==> src/rtl/core/mvlc_pkg.sv <==
// Shared constants, types and codes of the multilevel VLC table decoder.
`timescale 1ns / 1ps

package mvlc_pkg;

  // Node table geometry
  localparam int TABLE_DEPTH = 1024;
  localparam int ADDR_W      = 10;
  localparam int WORD_W      = 32;

  // Walk limits
  localparam int MAX_LEVELS  = 8;
  localparam int LEVEL_W     = (MAX_LEVELS > 1) ? $clog2(MAX_LEVELS) : 1;
  localparam int WINDOW_BITS = 32;
  localparam int USED_W      = 6;   // holds 0..WINDOW_BITS
  localparam int WIDTH_W     = 5;   // lookup width and code length field

  // Node word layout
  localparam int NODE_TERMINAL_BIT = 31;
  localparam int FIRST_WIDTH_LSB   = 21;
  localparam int NODE_BITS_LSB     = 16;
  localparam int SYMBOL_W          = 16;
  localparam logic [SYMBOL_W-1:0] NODE_ILLEGAL = 16'hFFFF;

  // Input function codes
  localparam logic FUNC_LOAD   = 1'b0;
  localparam logic FUNC_DECODE = 1'b1;

  // Command queue between front and back
  localparam int CMD_DEPTH = 2;
  localparam int CMD_PTR_W = (CMD_DEPTH > 1) ? $clog2(CMD_DEPTH) : 1;
  localparam int CMD_CNT_W = $clog2(CMD_DEPTH + 1);

  typedef enum logic [1:0] {
    STATUS_VALID   = 2'd0,
    STATUS_ILLEGAL = 2'd1,
    STATUS_FAULT   = 2'd2
  } status_e;

  typedef enum logic [1:0] {
    CMD_LOAD   = 2'd0,
    CMD_DECODE = 2'd1,
    CMD_DROP   = 2'd2
  } cmd_kind_e;

  typedef struct packed {
    cmd_kind_e          kind;
    logic [ADDR_W-1:0]  addr;
    logic [WORD_W-1:0]  data;  // node word for a load, bit window for a decode
  } cmd_t;

endpackage

==> src/rtl/core/mvlc_front.sv <==
// Front end: accept input items, classify them and queue them for the walker.
`timescale 1ns / 1ps

module mvlc_front (
  input  logic                       clk_i,
  input  logic                       rst_ni,
  input  logic                       push,
  output logic                       full,
  input  logic                       func_i,
  input  logic [mvlc_pkg::ADDR_W-1:0] entry_addr_i,
  input  logic [mvlc_pkg::WORD_W-1:0] entry_word_i,
  input  logic [mvlc_pkg::WORD_W-1:0] bit_window_i,
  output logic                       cmd_valid_o,
  output mvlc_pkg::cmd_t             cmd_o,
  input  logic                       cmd_ready_i
);
  import mvlc_pkg::*;

  cmd_t                 queue_q [CMD_DEPTH];
  logic [CMD_PTR_W-1:0] wr_ptr_q, rd_ptr_q;
  logic [CMD_CNT_W-1:0] count_q;
  cmd_t                 cmd_in;
  logic                 do_push, do_pop;

  // Classify: decode, load in range, or load beyond the table (dropped)
  always_comb begin
    cmd_in.addr = entry_addr_i;
    if (func_i == FUNC_DECODE) begin
      cmd_in.kind = CMD_DECODE;
      cmd_in.data = bit_window_i;
    end else begin
      cmd_in.data = entry_word_i;
      if ({1'b0, entry_addr_i} < (ADDR_W + 1)'(TABLE_DEPTH)) begin
        cmd_in.kind = CMD_LOAD;
      end else begin
        cmd_in.kind = CMD_DROP;
      end
    end
  end

  assign full        = (count_q == CMD_CNT_W'(CMD_DEPTH));
  assign cmd_valid_o = (count_q != '0);
  assign cmd_o       = queue_q[rd_ptr_q];
  assign do_push     = push && !full;
  assign do_pop      = cmd_valid_o && cmd_ready_i;

  always_ff @(posedge clk_i) begin
    if (do_push) begin
      queue_q[wr_ptr_q] <= cmd_in;
    end
  end

  always_ff @(posedge clk_i or negedge rst_ni) begin
    if (!rst_ni) begin
      wr_ptr_q <= '0;
      rd_ptr_q <= '0;
      count_q  <= '0;
    end else begin
      if (do_push) begin
        wr_ptr_q <= (wr_ptr_q == CMD_PTR_W'(CMD_DEPTH - 1)) ? '0 : wr_ptr_q + 1'b1;
      end
      if (do_pop) begin
        rd_ptr_q <= (rd_ptr_q == CMD_PTR_W'(CMD_DEPTH - 1)) ? '0 : rd_ptr_q + 1'b1;
      end
      if (do_push && !do_pop) begin
        count_q <= count_q + 1'b1;
      end else if (do_pop && !do_push) begin
        count_q <= count_q - 1'b1;
      end
    end
  end

endmodule

==> config.mk <==
export PLATFORM = sky130hd
export DESIGN_NAME = mvlc_front
export DESIGN_NICKNAME = d
export VERILOG_FILES = /design/src/rtl/core/mvlc_pkg.sv /design/src/rtl/core/mvlc_front.sv
export SDC_FILE = /design/constraint.sdc
export NUM_CORES = 1
export LEC_CHECK = 0
export ABC_CLOCK_PERIOD_IN_PS = 4900
export BUFFER_PORTS_ARGS = -buffer_cell sky130_fd_sc_hd__buf_2
export CAP_MARGIN = 20
export CORE_MARGIN = 4
export CORE_UTILIZATION = 25
export DETAILED_ROUTE_END_ITERATION = 8
export PLACE_DENSITY = 0.48
export SKIP_LAST_GASP = 1
export SYNTH_ARGS = -nofsm -noshare
export SYNTH_HDL_FRONTEND = slang
export SYNTH_SLANG_ARGS = --single-unit
export TNS_END_PERCENT = 5
==> constraint.sdc <==
create_clock -name clk_i -period 4.9 [get_ports clk_i]
set_clock_uncertainty 0.2 [all_clocks]
set_input_delay 0.98 -clock clk_i [delete_from_list [all_inputs] [get_ports clk_i]]
set_output_delay 0.98 -clock clk_i [all_outputs]
set_load 0.03 [all_outputs]
# Word-level counts from Yosys, hierarchy flattened
# Memory sizes are Yosys's and may differ from the RTL's.
# Index checks and enable logic that the tools add are counted.
[totals] ff_bits=4 ramBits=86 in_bits=79 output_inout_bits=46 n_memories=1
[classes] add_sub_neg=4 eq_ne=1 mux=8 n_reduce_logical=9
[mem_list] memory="queue_q" words=2 word_bits=43 read_ports=1 rd_ports_with_merged_regs=0 wr=1 line_no="mvlc_front.sv:19" source="cmd_t queue_q [CMD_DEPTH];"
[ops] operator="32-bit 2-to-1 mux" n=1
[ops] operator="1-bit 2-to-1 mux" n=5
[ops] operator="1-bit logical AND" n=4
[ops] operator="2-bit 2-to-1 mux" n=2
[ops] operator="2-bit nonzero test" n=2
[ops] operator="1-bit zero test" n=3
[ops] operator="1-bit adder, second input constant" n=2
[ops] operator="2-bit by 1-bit adder with 2-bit output, second input constant" n=1
[ops] operator="2-bit equality test, second input constant" n=1
[ops] operator="2-bit by 1-bit subtractor with 2-bit output, second input constant" n=1

# Longest topological paths before layout
[depth] word_depth=7 mapped_depth=7 depth_no_buf=7

# Worst setup path after synthesis
# OpenSTA, ideal clock, no wires.
[synth_path] path_type="input to register" startpoint="input push" endpoint="memory queue_q[0][0] (netlist bit) (enable)" setup_time_ns=0.443 t_arrival_ns=2.878 required_ns=4.257 path_slack_ns=1.379 stages=2 cell_sequence="nand2_1 > nor2_1"
[synth_between] elab_chain_cells=3
[synth_rtl] item="start: declaration" line_no="mvlc_front.sv:7" source="input logic push,"
[synth_rtl] item="1-bit logical AND" line_no="mvlc_front.sv:44" source="assign do_push = push && !full;"
[synth_rtl] item="1-bit 2-to-1 mux" line_no="mvlc_front.sv:48" source="if (do_push) begin"
[synth_rtl] item="1-bit 2-to-1 mux (implied by the code)" line_no="mvlc_front.sv:49" source="queue_q[wr_ptr_q] <= cmd_in;"
[synth_rtl] item="end: declaration" line_no="mvlc_front.sv:19"
# No other way between the ends.

==> impl_metrics.env <==
export IMPL_cp_max_fo=28
export IMPL_synth_cell_area_um2=3960
export IMPL_netSwitchingPower_mw=1.03
export IMPL_postSynthCellCount=191
export IMPL_root_buffer="clkbuf_16"
export IMPL_insertion_delay_ps=330
export IMPL_ys_types=18
export IMPL_synth_top_area_frac=0.652
export IMPL_fp_row_count=45
export IMPL_synth_area_leaders="edfxtp_1 65%, mux2_4 19%, mux2_2 7.4%, dfrtp_1 2.5%, buf_12 2.0%"
export IMPL_fill_cells=1527
export IMPL_track_usage=0.0844
export IMPL_syn2layout_area_growth_pct=28.2
export IMPL_finalHoldViolations=0
export IMPL_hp_class="primary input to asynchronous set/reset pin"
export IMPL_portBuffers=123
export IMPL_setup_tns_ps=0
export IMPL_drc_errors=0
export IMPL_globalRouteOverflowTotal=0
export IMPL_worstPathArrival_ps=2250
export IMPL_synthArstFlopShare=0.0444
export IMPL_rsz0062_at_grt="no"
export IMPL_status="complete, no violations"
export IMPL_setup_viol_count_final=0
export IMPL_cts_tree="yes"
export IMPL_cts_made_buffers=9
export IMPL_ir_worst_vdd_mv=0.181
export IMPL_initial_core_util=0.258
export IMPL_start_kind="flip-flop"
export IMPL_first_pass_iters=4
export IMPL_p_clk_frac=0.253
export IMPL_swShare=0.337
export IMPL_max_slew_margin=0.367
export IMPL_worstSetupEndpointType="output pin"
export IMPL_ys_seq_area_frac=0.678
export IMPL_num_antenna_cells=0
export IMPL_cts_htree_levels=3
export IMPL_finalWirelength_um=7550
export IMPL_postCtsSetupRepairBufs=0
export IMPL_synth_net_count=271
export IMPL_p_comb_frac=0.364
export IMPL_grt_pass1_wl_um=11400
export IMPL_synth_seq_cells=90
export IMPL_syn_area_per_cell_um2=20.7
export IMPL_setup_ws_ps=1470
export IMPL_synth_ff_type="edfxtp_1"
export IMPL_die_x_um=134
export IMPL_cts_sinks=90
export IMPL_synth_top_area_cell="edfxtp_1"
export IMPL_p_int_mw=2.03
export IMPL_yosysWarnings=0
export IMPL_die_area_um2=17900
export IMPL_period_needed_ps=3430
export IMPL_synth_most_common_cell="edfxtp_1"
export IMPL_r2r_start="count_q[0]"
export IMPL_maxCapViolCount=0
export IMPL_worst_pin_slew_ps=949
export IMPL_drv_slew=0
export IMPL_synth_edf_count=86
export IMPL_synth_common_cells="86 x edfxtp_1, 49 x mux2_4, 26 x mux2_2"
export IMPL_worstPathRequired_ps=3720
export IMPL_period_share=0.699
export IMPL_routabilityCongestion=0.639
export IMPL_core_area_um2=15400
export IMPL_nNetsFinal=398
export IMPL_grt_max_degree=35
export IMPL_hpwl_um=5140
export IMPL_ctsHoldBuffers=0
export IMPL_grt_pass1_vias=2167
export IMPL_path_clk_slew_ps=60
export IMPL_max_freq_ghz=0.292
export IMPL_wl_per_cell_um=14.1
export IMPL_viasPerCell=3.83
export IMPL_post_place_ws_ps=1760
export IMPL_worstSetupPathType="flip-flop to output pin"
export IMPL_cts_resized=0
export IMPL_vias=2045
export IMPL_drive_gt1_frac=0.678
export IMPL_cellPowerDensity_nw_per_um2=603
export IMPL_clk_path_buf_depth=2
export IMPL_antenna_found_initial=0
export IMPL_seq_power_share=0.383
export IMPL_antenna_left=0
export IMPL_die_y_um=134
export IMPL_p_leak_nw=2.07
export IMPL_initialDrtViolationCount=100
export IMPL_num_io_pins=125
export IMPL_cp_startpoint="rd_ptr_q"
-- power by group through the flow --
stage               clock network (mW)  registers, mW  logic, mW
finish                           0.773           1.17       1.12
global route                     0.831           1.20       1.19
CTS                              0.801           1.18       1.14
detailed placement                   0           1.19       1.14
global placement                     0           1.19       1.13
floorplan                            0           1.12      0.971
-- placed cells by master (no fill, tap or decap) --
cell type   count
buf_2         123
edfxtp_1       86
mux2_4         49
mux2_2         26
clkbuf_16       9
xnor2_1         3
bufinv_16       3
dfrtp_1         3
inv_1           2
xor2_1          2
clkbuf_1        2
buf_4           2
or2_1           1
nand2b_1        1
nand2_2         1
nand2_1         1
and3_2          1
nor2_4          1
nor2_1          1
ha_1            1
conb_1          1
clkinv_2        1
clkinvlp_4      1
buf_12          1
dfrtp_2         1
-- path summary, 6_finish.rpt --
check                                 endpoint  cells after the start  slack, ps
worst max-delay path                 cmd_o[21]                      3       1470
worst min-delay path                count_q[1]                      1        240
worst max register to register  queue_q[0][37]                      4       2700
worst min register to register      count_q[1]                      1        290
max in group asynchronous             rd_ptr_q                      1       4120
min in group clk_i                  count_q[1]                      1        290
-- worst max-delay path, stage by stage, from the launching register on --
cell	delay [ps]
dfrtp_2	940
buf_4	450
mux2_4	330
buf_2	180
-- cell families (layout without fill, tap and decap cells) --
family | Yosys count | count (layout) | synth area share
multiplexers | 75 | 75 | 0.260
flip-flops | 90 | 90 | 0.678
buffers and inverters | 12 | 144 | 0.0382
other | 1 | 1 | 0.000947
XOR/XNOR | 5 | 5 | 0.0111
adder cells (fa/ha/maj) | 1 | 1 | 0.00316
AND/OR/NAND/NOR | 7 | 7 | 0.00917
-- through the flow --
| step | util | cell area, um2 | hold slack, ps | instances | power, mW |
|---|---|---|---|---|---|
| global route | 0.330 | 5070 | 230 | 534 | 3.22 |
| CTS | 0.330 | 5070 | 226 | 534 | 3.12 |
| finish | 0.330 | 5070 | 244 | 534 | 3.06 |
| detailed placement | 0.308 | 4740 | 273 | 518 | 2.33 |
| floorplan | - | 3960 | 256 | 191 | 2.09 |
| global placement | 0.307 | 4720 | 276 | 517 | 2.32 |
-- area by class of cell --
cell class	count	area, um2	share of cell area
clock buffers	11	233	0.0459
clock inverters	5	103	0.0202
inverters	2	7.51	0.00148
multi-input cells	89	1130	0.223
flip-flops and latches	90	2680	0.529
well taps	211	264	0.0520
repair buffers	126	651	0.128
-- per-layer routing --
| layer | GRT usage | share of wire | up-vias |
|---|---|---|---|
| li1 | - | - | 982 |
| met1 | 0.103 | 0.44 | 974 |
| met2 | 0.131 | 0.47 | 77 |
| met3 | 0.0304 | 0.076 | 12 |
| met4 | 0.0446 | 0.021 | 0 |
| met5 | 0 | 0 | - |
-- state kept, by name, summed over array words and instances, names as in the netlist --
signal	flops
queue_q	86
count_q	2
rd_ptr_q	1
wr_ptr_q	1
Note: power is estimated with default switching activity, not from simulation.
